--- config.mk ---
export PLATFORM = sky130hd
export DESIGN_NAME = recursive_lock_with_wait_queue_top
export DESIGN_NICKNAME = d
export VERILOG_FILES = /design/src/design/rlwq_pkg.sv /design/src/design/rlwq_queue.sv /design/src/design/rlwq_decide.sv /design/src/design/recursive_lock_with_wait_queue_top.sv
export SDC_FILE = /design/constraint.sdc
export NUM_CORES = 1
export LEC_CHECK = 0
export BUFFER_PORTS_ARGS = -buffer_cell sky130_fd_sc_hd__buf_2
export CORE_ASPECT_RATIO = 0.6
export CORE_MARGIN = 2
export CORE_UTILIZATION = 34
export DETAILED_ROUTE_END_ITERATION = 12
export PLACE_DENSITY = 0.57
export SLEW_MARGIN = 20
export SYNTH_ARGS = -nofsm -noshare
export SYNTH_HDL_FRONTEND = slang
export SYNTH_SLANG_ARGS = --single-unit
--- constraint.sdc ---
create_clock -name clk -period 5.53 [get_ports clk]
set_clock_uncertainty 0.1 [all_clocks]
set_input_delay 0.553 -clock clk [delete_from_list [all_inputs] [get_ports clk]]
set_output_delay 0.553 -clock clk [all_outputs]
set_load 0.02 [all_outputs]
--- src/design/rlwq_pkg.sv ---
// Package for the recursive lock with wait queue: sizing constants,
// command and result codes, and the structs passed between modules.
// No dependencies.
package rlwq_pkg;

	localparam int QUEUE_DEPTH  = 16;
	localparam int THREAD_COUNT = 256;
	localparam int MAX_HOLD     = 255;

	localparam int TID_W = 8;
	localparam int CNT_W = 8;
	localparam int QPTR_W = (QUEUE_DEPTH > 1) ? $clog2(QUEUE_DEPTH) : 1;
	localparam int QCNT_W = $clog2(QUEUE_DEPTH + 1);
	localparam int MAP_W = (THREAD_COUNT > 1) ? $clog2(THREAD_COUNT) : 1;

	localparam logic [CNT_W-1:0] HOLD_CAP = (MAX_HOLD > 255) ? 8'd255 : CNT_W'(MAX_HOLD);

	typedef enum logic {
		CMD_ACQUIRE = 1'b0,
		CMD_RELEASE = 1'b1
	} command_t;

	typedef enum logic [2:0] {
		ST_GRANTED  = 3'd0,
		ST_REENTER  = 3'd1,
		ST_QUEUED   = 3'd2,
		ST_DECR     = 3'd3,
		ST_FREED    = 3'd4,
		ST_HANDOFF  = 3'd5,
		ST_NOTHOLD  = 3'd6,
		ST_ERROR    = 3'd7
	} status_t;

	typedef struct packed {
		logic             held;
		logic [TID_W-1:0] owner;
		logic [CNT_W-1:0] count;
	} lock_state_t;

	typedef struct packed {
		logic             full;
		logic             empty;
		logic             waiting;
		logic [TID_W-1:0] head_tid;
	} queue_stat_t;

	typedef struct packed {
		logic             push;
		logic             pop;
		logic [TID_W-1:0] tid;
	} queue_op_t;

	typedef struct packed {
		status_t          status;
		logic             grant_valid;
		logic [TID_W-1:0] granted_thread;
		logic [CNT_W-1:0] hold_depth;
	} result_t;

endpackage

--- src/design/rlwq_queue.sv ---
// Waiter FIFO with head/tail/count and the per-thread waiting map.
// Depends on rlwq_pkg.
module rlwq_queue import rlwq_pkg::*; (
	input  logic             clk,
	input  logic             arst_n,
	input  queue_op_t        op,
	input  logic [TID_W-1:0] lookup_tid,
	output queue_stat_t      stat
);

	logic [TID_W-1:0]        fifo_q [QUEUE_DEPTH];
	logic [QPTR_W-1:0]       head_q;
	logic [QPTR_W-1:0]       tail_q;
	logic [QCNT_W-1:0]       count_q;
	logic [THREAD_COUNT-1:0] map_q;

	function automatic logic [QPTR_W-1:0] ptr_next(input logic [QPTR_W-1:0] p);
		ptr_next = (p == QPTR_W'(QUEUE_DEPTH - 1)) ? '0 : p + 1'b1;
	endfunction

	always_ff @(posedge clk) begin
		if (op.push)
			fifo_q[tail_q] <= op.tid;
	end

	always_ff @(posedge clk or negedge arst_n) begin
		if (!arst_n) begin
			head_q  <= '0;
			tail_q  <= '0;
			count_q <= '0;
			map_q   <= '0;
		end else if (op.push) begin
			tail_q  <= ptr_next(tail_q);
			count_q <= count_q + 1'b1;
			map_q[op.tid[MAP_W-1:0]] <= 1'b1;
		end else if (op.pop) begin
			head_q  <= ptr_next(head_q);
			count_q <= count_q - 1'b1;
			map_q[fifo_q[head_q][MAP_W-1:0]] <= 1'b0;
		end
	end

	assign stat.full     = (count_q == QCNT_W'(QUEUE_DEPTH));
	assign stat.empty    = (count_q == '0);
	assign stat.waiting  = map_q[lookup_tid[MAP_W-1:0]];
	assign stat.head_tid = fifo_q[head_q];

endmodule

--- src/design/rlwq_decide.sv ---
// Per-request decision: next lock state, queue operation and result word.
// Depends on rlwq_pkg.
module rlwq_decide import rlwq_pkg::*; (
	input  command_t         command,
	input  logic [TID_W-1:0] thread_id,
	input  lock_state_t      cur,
	input  queue_stat_t      qstat,
	output lock_state_t      nxt,
	output queue_op_t        qop,
	output result_t          res
);

	logic in_range;
	logic is_holder;

	assign in_range  = ({1'b0, thread_id} < (TID_W + 1)'(THREAD_COUNT));
	assign is_holder = cur.held && (cur.owner == thread_id);

	always_comb begin
		nxt                = cur;
		qop.push           = 1'b0;
		qop.pop            = 1'b0;
		qop.tid            = thread_id;
		res.status         = ST_ERROR;
		res.grant_valid    = 1'b0;
		res.granted_thread = '0;
		if (command == CMD_ACQUIRE) begin
			if (!in_range) begin
				res.status = ST_ERROR;
			end else if (!cur.held) begin
				nxt.held           = 1'b1;
				nxt.owner          = thread_id;
				nxt.count          = CNT_W'(1);
				res.status         = ST_GRANTED;
				res.grant_valid    = 1'b1;
				res.granted_thread = thread_id;
			end else if (is_holder) begin
				if (cur.count >= HOLD_CAP) begin
					res.status = ST_ERROR;
				end else begin
					nxt.count  = cur.count + 1'b1;
					res.status = ST_REENTER;
				end
			end else if (qstat.waiting || qstat.full) begin
				res.status = ST_ERROR;
			end else begin
				qop.push   = 1'b1;
				res.status = ST_QUEUED;
			end
		end else begin
			if (!in_range || !is_holder) begin
				res.status = ST_NOTHOLD;
			end else if (cur.count > CNT_W'(1)) begin
				nxt.count  = cur.count - 1'b1;
				res.status = ST_DECR;
			end else if (!qstat.empty) begin
				qop.pop            = 1'b1;
				nxt.owner          = qstat.head_tid;
				nxt.count          = CNT_W'(1);
				res.status         = ST_HANDOFF;
				res.grant_valid    = 1'b1;
				res.granted_thread = qstat.head_tid;
			end else begin
				nxt.held   = 1'b0;
				nxt.owner  = '0;
				nxt.count  = '0;
				res.status = ST_FREED;
			end
		end
		res.hold_depth = nxt.held ? nxt.count : '0;
	end

endmodule

--- src/design/recursive_lock_with_wait_queue_top.sv ---
// Top level of the recursive lock with FIFO of waiters: input register,
// lock state, decision logic, result register. Depends on rlwq_pkg,
// rlwq_queue and rlwq_decide.
//
//   channel   dir  tdata                          tuser
//   s_axis    in   [7:0] thread_id                [0] command
//   m_axis    out  [7:0] granted_thread,          [2:0] status,
//                  [15:8] hold_depth              [3] grant_valid
//
// One request per cycle sustained while the result is not stalled; a
// request passes the input register, then one pass of decision logic
// that updates lock and queue state and loads the result register.
// Reset clears lock state, queue pointers and the waiting map; FIFO
// slots are not cleared. A stalled result holds the input register,
// which still takes one word while the result waits.
module recursive_lock_with_wait_queue_top import rlwq_pkg::*; (
	input  logic        clk,
	input  logic        arst_n,
	input  logic        s_axis_tvalid,
	output logic        s_axis_tready,
	input  logic [7:0]  s_axis_tdata,   // [7:0] thread_id
	input  logic        s_axis_tuser,   // [0] command
	output logic        m_axis_tvalid,
	input  logic        m_axis_tready,
	output logic [15:0] m_axis_tdata,   // [7:0] granted_thread, [15:8] hold_depth
	output logic [3:0]  m_axis_tuser    // [2:0] status, [3] grant_valid
);

	logic             valid_s1;
	command_t         command_s1;
	logic [TID_W-1:0] tid_s1;
	logic             out_valid_q;
	result_t          res_q;
	lock_state_t      lock_q;
	lock_state_t      lock_nxt;
	queue_stat_t      qstat;
	queue_op_t        qop;
	queue_op_t        qop_gated;
	result_t          res;
	logic             advance;

	assign advance       = valid_s1 && (!out_valid_q || m_axis_tready);
	assign s_axis_tready = !valid_s1 || advance;

	always_ff @(posedge clk or negedge arst_n) begin
		if (!arst_n)
			valid_s1 <= 1'b0;
		else if (s_axis_tready)
			valid_s1 <= s_axis_tvalid;
	end

	always_ff @(posedge clk) begin
		if (s_axis_tready && s_axis_tvalid) begin
			command_s1 <= command_t'(s_axis_tuser);
			tid_s1     <= s_axis_tdata;
		end
	end

	rlwq_decide u_decide (
		.command   (command_s1),
		.thread_id (tid_s1),
		.cur       (lock_q),
		.qstat     (qstat),
		.nxt       (lock_nxt),
		.qop       (qop),
		.res       (res)
	);

	always_comb begin
		qop_gated      = qop;
		qop_gated.push = qop.push && advance;
		qop_gated.pop  = qop.pop && advance;
	end

	rlwq_queue u_queue (
		.clk        (clk),
		.arst_n     (arst_n),
		.op         (qop_gated),
		.lookup_tid (tid_s1),
		.stat       (qstat)
	);

	always_ff @(posedge clk or negedge arst_n) begin
		if (!arst_n) begin
			lock_q      <= '0;
			out_valid_q <= 1'b0;
		end else begin
			if (advance)
				lock_q <= lock_nxt;
			if (advance)
				out_valid_q <= 1'b1;
			else if (m_axis_tready)
				out_valid_q <= 1'b0;
		end
	end

	always_ff @(posedge clk) begin
		if (advance)
			res_q <= res;
	end

	assign m_axis_tvalid = out_valid_q;
	assign m_axis_tdata  = {res_q.hold_depth, res_q.granted_thread};
	assign m_axis_tuser  = {res_q.grant_valid, res_q.status};

endmodule
=== After elaboration in Yosys (flattened, before gate mapping) ===
Memory sizes are Yosys's and may differ from the RTL's.
Cells that the tools add are included.

* Add/sub/neg operators: 6
* $lt $le $gt $ge: 6
* Equality and inequality tests: 7
* Mux-type cells: 46
* Bitwise operators: 4
* Reduce and logical (&&, ||, !) cells: 17

{| class="wikitable"
|+ Operators by type and width
! cell !! number
|-
| two-way mux 256 bit || 2
|-
| AND 256 bit || 1
|-
| NOT 256 bit || 1
|-
| bitwise OR 256 bit || 1
|-
| two-way mux 9 bit || 5
|-
| two-way mux 8 bit || 5
|-
| two-way mux 17 bit || 2
|-
| less-than comparator 8 x 9 -> 1 bit (second input constant) || 2
|-
| two-way mux 3 bit || 6
|-
| two-way mux 1 bit || 17
|-
| demux 1 bit (select 8 bit) || 2
|-
| >= comparator 8 x 1 -> 1 bit (second input constant) || 2
|-
| two-way mux 16 bit || 1
|-
| two-way mux 12 bit || 1
|-
| two-way mux 5 bit || 2
|-
| adder 4 x 1 -> 4 bit (second input constant) || 2
|-
| adder 8 x 1 -> 8 bit (second input constant) || 1
|-
| binary-select mux 1 bit (select 8 bit) || 1
|-
| equality test 4 bit (second input constant) || 2
|-
| equality test 8 bit || 1
|-
| >= comparator 8 bit (second input constant) || 1
|-
| greater-than comparator 8 x 1 -> 1 bit (second input constant) || 1
|-
| two-way mux 4 bit || 2
|-
| subtractor 8 x 1 -> 8 bit (second input constant) || 1
|-
| other kinds (13) || 24
|}

* Bits in registers: 317
* RAM bits: 128
* Output and inout port bits: 22
* Logic and storage cells: 102
* Memories: 1

{| class="wikitable"
|+ Memory list
! memory !! words !! width !! read ports !! clocked after Yosys merged registers in !! write ports !! RTL line !! text
|-
| u_queue.fifo_q || 16 || 8 || 1 || 0 || 1 || rlwq_queue.sv:11 || <nowiki>logic [TID_W-1:0] fifo_q [QUEUE_DEPTH];</nowiki>
|}

=== Longest topological paths before layout ===
Gate-level depths: netlist (run 1).

* Word-level depth: 10
* Gate-level depth with buffers: 17

=== Modules after synthesis ===
Synthesis (run 1) repeated with hierarchy kept, for this count alone.

* Cell total of the unflattened synthesis: 1710
* Area total of the unflattened synthesis: 20601.0 um^2

{| class="wikitable"
|+ Modules (own cells, without submodules)
! module !! instances !! cells an instance !! area an instance (um^2)
|-
| rlwq_queue || 1 || 1465 || 17790.8
|-
| recursive_lock_with_wait_queue_top || 1 || 75 || 1662.8
|-
| rlwq_decide || 1 || 170 || 1147.4
|}

=== Worst setup path before layout (run 1) ===
OpenSTA, ideal clock, no wires.

* Path kind: register to register
* Start point: reg tid_s1[0]
* End point: mem u_queue.fifo_q[0][0] (enable)
* Setup time: 395 ps
* Arrival time: 3803 ps
* Required time: 5035 ps
* Path slack: 1233 ps
* Cell stages (with the launch flop): 12
* Cell sequence: edfxtp_1 > buf_6 > buf_2 > mux4_2 > mux2i_1 > o22ai_1 > o311ai_2 > o41ai_1 > a2111oi_4 > buf_2 > inv_1 > nor4_1

* Longest elaborated chain between the ends: 10
* Elaborated cells between the ends (all ways): 12
* Those cells by class: eq/ne: 1; mux: 8; reduce/logical: 3

{| class="wikitable"
|+ Ends and longest elaborated chain
! what !! RTL line !! text
|-
| from (decl) || recursive_lock_with_wait_queue_top.sv:31 || <nowiki>logic [TID_W-1:0] tid_s1;</nowiki>
|-
| from (signal assigned) || recursive_lock_with_wait_queue_top.sv:55 || <nowiki>tid_s1 <= s_axis_tdata;</nowiki>
|-
| binary-select mux 1 bit (select 8 bit) || rlwq_queue.sv:45 || <nowiki>assign stat.waiting = map_q[lookup_tid[MAP_W-1:0]];</nowiki>
|-
| two-way mux 1 bit (implied by the code) || rlwq_queue.sv:45 ||
|-
| logical OR 1 bit || rlwq_decide.sv:44 || <nowiki>end else if (qstat.waiting || qstat.full) begin</nowiki>
|-
| two-way mux 1 bit || rlwq_decide.sv:44 ||
|-
| two-way mux 1 bit (*) || rlwq_decide.sv:37 || <nowiki>end else if (is_holder) begin</nowiki>
|-
| two-way mux 1 bit (*) || rlwq_decide.sv:30 || <nowiki>end else if (!cur.held) begin</nowiki>
|-
| two-way mux 1 bit (*) || rlwq_decide.sv:27 || <nowiki>if (command == CMD_ACQUIRE) begin</nowiki>
|-
| logical AND 1 bit (*) || recursive_lock_with_wait_queue_top.sv:71 || <nowiki>qop_gated.push = qop.push && advance;</nowiki>
|-
| two-way mux 1 bit (*) || rlwq_queue.sv:22 || <nowiki>if (op.push)</nowiki>
|-
| two-way mux 1 bit (implied by the code) (*) || rlwq_queue.sv:23 || <nowiki>fifo_q[tail_q] <= op.tid;</nowiki>
|-
| to (decl) || rlwq_queue.sv:11 ||
|}

Mark *: on every way between the ends. The rest lies on a longest branch, timed or not. The select of a mux whose other input is x is not followed.

=== Final worst setup path (run 1) ===
* Start point: reg tid_s1[3]
* End point: reg u_queue.map_q[117]

* Longest elaborated chain between the ends: 9
* Elaborated cells between the ends (all ways): 21
* Those cells by class: order compare: 2; eq/ne: 1; mux: 11; bitwise: 1; reduce/logical: 6

{| class="wikitable"
|+ Ends and longest elaborated chain
! what !! RTL line !! text
|-
| binary-select mux 1 bit (select 8 bit) || rlwq_queue.sv:45 ||
|-
| two-way mux 1 bit (implied by the code) || rlwq_queue.sv:45 ||
|-
| logical OR 1 bit || rlwq_decide.sv:44 ||
|-
| two-way mux 1 bit || rlwq_decide.sv:44 ||
|-
| two-way mux 1 bit || rlwq_decide.sv:37 ||
|-
| two-way mux 1 bit || rlwq_decide.sv:30 ||
|-
| two-way mux 1 bit || rlwq_decide.sv:27 ||
|-
| logical AND 1 bit || recursive_lock_with_wait_queue_top.sv:71 ||
|-
| two-way mux 256 bit or nonzero test 2 bit (tied branches) || n/a ||
|-
| to (signal assigned) || rlwq_queue.sv:31 || <nowiki>map_q <= '0;</nowiki>
|-
| to (signal, indexed assignment) || rlwq_queue.sv:35 || <nowiki>map_q[op.tid[MAP_W-1:0]] <= 1'b1;</nowiki>
|-
| to (signal, indexed assignment) || rlwq_queue.sv:39 || <nowiki>map_q[fifo_q[head_q][MAP_W-1:0]] <= 1'b0;</nowiki>
|-
| to (decl) || rlwq_queue.sv:15 || <nowiki>logic [THREAD_COUNT-1:0] map_q;</nowiki>
|}

Several ways; a longest one is shown, not always the timed one. The select of a mux whose other input is x is not followed.
A chain may end at the register's enable or synchronous reset.

==> impl_metrics.json, run 1 <==
{
  "status": "complete, but fails checks",
  "violations": "hold timing",
  "start_util_pct": 34.6,
  "dieHeight_um": 198,
  "drc": 0,
  "seq_area_frac_synth_pct": 56.2,
  "dp_hpwl_um": 46100,
  "diodes": 0,
  "drt_iter0_drc": 2478,
  "setup_tns_ns": 0,
  "clkTransAtPathRegs_ns": 0.07,
  "yosys_warnings": 0,
  "max_stage_delay_ns": 0.86,
  "row_count": 70,
  "die_area_um2": 64500,
  "highest_layer": "met4",
  "static-leakage-power_nw": 9.16,
  "synth_area_leaders": "dfrtp_1 34%, edfxtp_1 22%, a21oi_1 10%",
  "critPathKind": "reg2reg",
  "synth-simple-area-share_pct": 8.17,
  "area_growth_pct": 12.6,
  "async_reset_ff_share_pct": 64.7,
  "synth_top_family_by_area": "compound AO/OA/AOI/OAI gates",
  "gp_congestion": 0.902,
  "drv_slew": 0,
  "cp_data_arrival_time_ns": 5.24,
  "fin_crit_ns": 4.83,
  "cp.required_ns": 5.94,
  "crit_path_start_kind": "flop",
  "drt_wl_total_um": 70300,
  "grt_first_pass_wirelength_um": 105000,
  "maxCapViolations": 0,
  "powerDensity_nw_per_um2": 312,
  "core_area_um2": 61300,
  "crit_path_cell_trace": "buf_12, mux4_2, mux2i_1, mux2i_1, a2111oi_0, a311oi_2, buf_4, and2_1, nor3_2, buf_4, o21a_1",
  "drtPass1Iterations": 5,
  "post_cts_resized": 0,
  "drive_gt1_share_pct": 18.1,
  "io_buffers": 34,
  "grt_start_max_net_pins": 124,
  "dr_total_vias": 16300,
  "wl_per_cell_um": 26.0,
  "crit_slowest_cell": "nor3_2",
  "yosys.area_share.adder_pct": 0.743,
  "syn_avg_cell_area_um2": 11.6,
  "cp-end-kind": "flop",
  "ir_worst_vdd_uv": 238,
  "netlist_instances": 1822,
  "yosys.area.top_type_share_pct": 34.0,
  "cts_hold_buf": 0,
  "rsz0062_at_grt": "no",
  "whs_ns": -0.00923,
  "finalWorstSetupSlack_ns": 0.699,
  "setup-violations-final": 0,
  "tightest_slew_ns": 1.12,
  "clk_path_buf_depth": 3,
  "fin_cells": 2707,
  "max_freq_mhz": 207,
  "antenna_left": 0,
  "cts_max_level": 2,
  "overflow": 0,
  "cts_tree": "yes",
  "cts.sinks": 445,
  "synth_compound_area_share_pct": 17.3,
  "dr_wl_met2_um": 27400,
  "antenna_found_initial": 1,
  "finalHoldViolations": 9,
  "fin_nets": 1871,
  "synth-xor-area-share_pct": 0.825,
  "clock_latency_ns": 0.57,
  "hold_class": "in2async",
  "viasPerCell": 6.01,
  "crit_path_max_fanout": 54,
  "dp_worst_setup_slack_ns": 0.770,
  "synthFlopType": "dfrtp_1",
  "syn_area_um2": 21200,
  "synth_edf_count": 157,
  "root_buffer": "clkbuf_16",
  "critPathTopFamily": "simple AND/OR/NAND/NOR gates",
  "io_pins": 35,
  "grt.total_usage_pct": 21.8,
  "ys_ff_latch": 445,
  "grt_pass1_vias": 15300,
  "syn_nets": 1847,
  "route.met3.wl_um": 8790,
  "synth.distinct_cells": 74,
  "muxShareOfSynthArea_pct": 12.0,
  "timing.slew.headroom_pct": 25.5,
  "cts_buffers": 41,
  "min_period_over_period_pct": 87.4,
  "cp_num_buf_inv": 3,
  "wl_met1_um": 33000,
  "synth.largest_area_cell": "dfrtp_1",
  "cts_setup_buffers": 0,
  "place_inst": 2631,
  "die_w_um": 327
}
cell families (layout without fill, tap and decap cells):
logic type | count (synthesis) | after routing
AOI/OAI and AO/OA | 629 | 629
xor gates and xnor gates | 20 | 20
adders and majority gates | 12 | 12
buffers and inverters | 228 | 285
DFF | 445 | 445
muxes | 141 | 141
and+or+nand+nor | 347 | 347
routing by layer:
metal / global-route usage, % / vias up
met2: 27.9 / 1014
met1: 35.2 / 8317
met5: 0 / -
met4: 3.86 / 0
met3: 6.73 / 100
li1: - / 6847
Yosys cell counts, drive strengths merged, types with 4 or more instances:
cell type and n:
a21oi 433, dfrtp 288, edfxtp 157, nor2 95, inv 92, mux4 89, nand2 79, o22ai 79
buf 74, clkbuf 61, mux2i 42, nor3 29, nand3 25, nor2b 23, o21ai 22, nand4 21
nand2b 20, xnor2 16, o21a 15, a211oi 14, a22oi 14, ha 11, mux2 10, or3 10
or2 9, a22o 8, and3 8, a31oi 7, and2 7, nor4 7, a2111oi 5, a41oi 5
and4 4, nor3b 4, xor2 4
cells in the final DEF (no fill, tap or decap), drive strengths merged, types with 5 or more instances in the layout:
cell,netlist,layout
a41oi,5,5
dfrtp,288,288
mux4,89,89
o21a,15,15
or2,9,9
xnor2,16,16
o22ai,79,79
a22o,8,8
nand3,25,25
or3,10,10
a2111oi,5,5
nor3,29,29
ha,11,11
edfxtp,157,157
a31oi,7,7
nor2,95,95
clkbuf,61,59
a21oi,433,433
o21ai,22,22
buf,74,116
a211oi,14,14
nand2b,20,20
nand4,21,21
nand2,79,79
and3,8,8
and2,7,7
nor2b,23,23
mux2,10,10
mux2i,42,42
clkinv,1,12
nor4,7,7
inv,92,93
a22oi,14,14
final timing paths:
kind	slack (ns)	depth (start not counted)	from	endpoint
setup / recovery	0.70	11	tid_s1[3]$_DFFE_PP_	u_queue.map_q[117]$_DFFE_PN0P_
hold / removal	-0.009	1	arst_n	lock_q[2]$_DFFE_PN0P_
setup reg to reg	0.70	11	tid_s1[3]$_DFFE_PP_	u_queue.map_q[117]$_DFFE_PN0P_
hold reg to reg	0.40	1	valid_s1$_DFFE_PN0N_	m_axis_tvalid$_DFFE_PN0P_
max in group asynchronous	4.02	2	arst_n	u_queue.map_q[196]$_DFFE_PN0P_
min in group clk	0.06	1	s_axis_tdata[5]	tid_s1[5]$_DFFE_PP_
final cells by class:
class,instances,area [µm²]
Sequential cell,445,11900
Timing Repair Buffer,116,871
Multi-Input combinational cell,1149,8350
Fill cell,5840,37400
Tap cell,828,1040
Clock inverter,17,146
Clock buffer,59,1220
Inverter,93,349
through the flow:
step	utilization, %	area [µm²]	total power (W)	hold WS, ns
final	39.0	23900	0.00746	-0.00923
after global routing	39.0	23900	0.00774	0.0378
after CTS	39.0	23900	0.00749	0.00806
after detailed placement	36.7	22500	0.00456	0.395
after global placement	36.7	22500	0.00455	0.368
after floorplan	-	21200	0.00425	0.157
power breakdown:
group          total (W)  switching, W  internal (W)
sequential       0.00368      0.000139       0.00355
combinational   0.000829      0.000533      0.000296
clock            0.00295       0.00131       0.00164
sequential cells by signal, summed over array words and instances (netlist names):
name             count
u_queue.map_q      256
u_queue.fifo_q     128
lock_q              17
m_axis_tdata        16
tid_s1               8
u_queue.count_q      5
m_axis_tuser         4
u_queue.head_q       4
u_queue.tail_q       4
command_s1           1
m_axis_tvalid        1
valid_s1             1
No activity file was read; power rests on OpenSTA's default activity.
==> run 2, diff against run 1 <==
--- a/config.mk
+++ b/config.mk
@@ -9,7 +9,7 @@
 export CORE_ASPECT_RATIO = 0.6
 export CORE_MARGIN = 2
-export CORE_UTILIZATION = 34
+export CORE_UTILIZATION = 40
 export DETAILED_ROUTE_END_ITERATION = 12
-export PLACE_DENSITY = 0.57
+export PLACE_DENSITY = 0.64
 export SLEW_MARGIN = 20
 export SYNTH_ARGS = -nofsm -noshare
==> constraint.sdc (replaced) <==
create_clock -name clk -period 5.53 [get_ports clk]
set_clock_uncertainty 0.1 [all_clocks]
set_input_delay 1.106 -clock clk [delete_from_list [all_inputs] [get_ports clk]]
set_output_delay 1.106 -clock clk [all_outputs]
set_load 0.02 [all_outputs]
==> run 2 against run 1 <==
Compared with the run above: the run now ends clean; global-route usage grew 3.4 points; combinational power fell by 1%; via count grew 0.80%; routed wire length down 0.76%; highest routed layer is now met5.
==> impl_metrics.json, run 2 (synthesis results as in run 1) <==
{
  "cp.required_ns": 5.84,
  "final_common_cell": "a21oi_1",
  "clkTransAtPathRegs_ns": 0.07,
  "dr_total_vias": 16400,
  "fin_crit_ns": 5.04,
  "grt_start_max_net_pins": 114,
  "reg2reg_depth": 9,
  "max_freq_mhz": 198,
  "place_inst": 2510,
  "io_buffers": 34,
  "cts_max_level": 2,
  "critPathKind": "reg2reg",
  "fin_cells": 2585,
  "antenna_left": 0,
  "rsz0062_at_grt": "no",
  "largest_reg_flops": 256,
  "wl_met1_um": 30400,
  "cp_data_arrival_time_ns": 5.35,
  "setup-violations-final": 0,
  "die_w_um": 301,
  "drc": 0,
  "route.met3.wl_um": 10900,
  "antenna_found_initial": 4,
  "clockPowerShare_pct": 38.6,
  "viasPerCell": 6.35,
  "drv_slew": 0,
  "clock_latency_ns": 0.57,
  "cts_hold_buf": 0,
  "overflow": 0,
  "min_period_over_period_pct": 91.1,
  "grt_first_pass_wirelength_um": 103000,
  "grt.total_usage_pct": 25.2,
  "clk_path_buf_depth": 3,
  "intPower_w": 0.00537,
  "crit_path_max_fanout": 27,
  "drt_wl_total_um": 69800,
  "grt_pass1_vias": 15500,
  "cts_buffers": 41,
  "area_growth_pct": 11.6,
  "reg_top3": "u_queue.map_q x256, u_queue.fifo_q x128, lock_q x17",
  "cts_tree": "yes",
  "die_area_um2": 55000,
  "status": "finished, final reports clean",
  "comb_power_share_pct": 11.2,
  "core_area_um2": 52500,
  "powerDensity_nw_per_um2": 310,
  "root_buffer": "clkbuf_16",
  "hold_depth": 1,
  "setup_tns_ns": 0,
  "cts.sinks": 445,
  "gp_congestion": 0.935,
  "wl_per_cell_um": 27.0,
  "top_register": "u_queue.map_q",
  "cts_setup_buffers": 0,
  "fin_nets": 1875,
  "swShare_pct": 26.9,
  "drtPass1Iterations": 6,
  "post_cts_resized": 0,
  "crit_path_start_kind": "flop",
  "dieHeight_um": 182,
  "timing.slew.headroom_pct": 23.8,
  "start_util_pct": 40.5,
  "finalHoldViolations": 0,
  "switchingPower_w": 0.00198,
  "mostFrequentLayoutCells": "423 x a21oi_1, 287 x dfrtp_1, 157 x edfxtp_1",
  "drt_iter0_drc": 2731,
  "maxCapViolations": 0,
  "tightest_slew_ns": 1.13,
  "cp-end-kind": "flop",
  "seq_power_share_pct": 50.3,
  "ir_worst_vdd_uv": 215,
  "dr_wl_met2_um": 27100,
  "hold_class": "reg2reg",
  "dp_hpwl_um": 45700,
  "diodes": 0,
  "drive_gt1_share_pct": 17.5,
  "static-leakage-power_nw": 9.17,
  "fill_cells": 4737,
  "highest_layer": "met5",
  "io_pins": 35,
  "row_count": 65
}
==> run 2: changes by cell type in the layout (fill, tap and decap cells not counted), moves of 4 or more <==
cell / previous run / this run
nor2_2: 8 / 4
clkinv_2: 11 / 5
buf_4: 76 / 83
clkbuf_1: 6 / 14
nor3_2: 7 / 2
nor2_1: 87 / 91
nor3_4: 0 / 4
==> run 2: power by group through the flow <==
stage	Combinational, W	Sequential (W)	Clock (W)
2_1_floorplan	0.000552	0.00370	0
3_5_place_dp	0.000803	0.00375	0
6_report	0.000820	0.00369	0.00283
4_1_cts	0.000806	0.00369	0.00286
3_3_place_gp	0.000789	0.00374	0
5_1_grt	0.000887	0.00371	0.00300
==> run 2: worst max-delay path: stages, from the launching register on <==
cell       delay [ns]
edfxtp_1         1.01
buf_4            0.45
and4b_1          0.70
o211ai_2         0.18
a211oi_1         0.64
a2111oi_4        0.19
nand3_4          0.18
or2_0            0.43
or3_1            0.79
a21oi_1          0.18
==> run 2: final timing paths <==
kind                                      start                        endpoint  slack (ns)
max                         tid_s1[5]$_DFFE_PP_  u_queue.map_q[137]$_DFFE_PN0P_        0.49
min                        valid_s1$_DFFE_PN0N_       m_axis_tvalid$_DFFE_PN0P_        0.39
max reg2reg                 tid_s1[5]$_DFFE_PP_  u_queue.map_q[137]$_DFFE_PN0P_        0.49
min reg2reg                valid_s1$_DFFE_PN0N_       m_axis_tvalid$_DFFE_PN0P_        0.39
max in group asynchronous                arst_n  u_queue.map_q[161]$_DFFE_PN0P_        3.51
min in group asynchronous                arst_n  u_queue.map_q[108]$_DFFE_PN0P_        0.50
==> run 2: stage by stage <==
step                      power, W  cell area [µm²]  hold WS (ns)  setup slack [ns]  util [%]
after floorplan            0.00425            21200         0.357              1.23         -
after global placement     0.00453            22400         0.373             0.809      42.6
after detailed placement   0.00455            22400         0.379             0.816      42.6
after CTS                  0.00735            23700         0.398             0.783      45.1
after global routing       0.00759            23700         0.435             0.409      45.1
final                      0.00735            23700         0.394             0.492      45.1
==> run 2: final cells by class <==
class                      instances  area, µm²  area share [%]
sequential                       445      11900            50.4
multi-input combinational       1149       8370            35.3
clock buffer                      62       1170            4.96
tap                              703        880            3.72
timing repair buffer             120        863            3.65
inverter                          93        349            1.47
clock inverter                    13        120           0.507
==> run 2: layer usage <==
layer | up-vias | GRT usage (%)
met5 | - | 0
met4 | 4 | 5.51
met3 | 129 | 11.5
met2 | 1123 | 32.1
met1 | 8322 | 38.4
li1 | 6830 | -
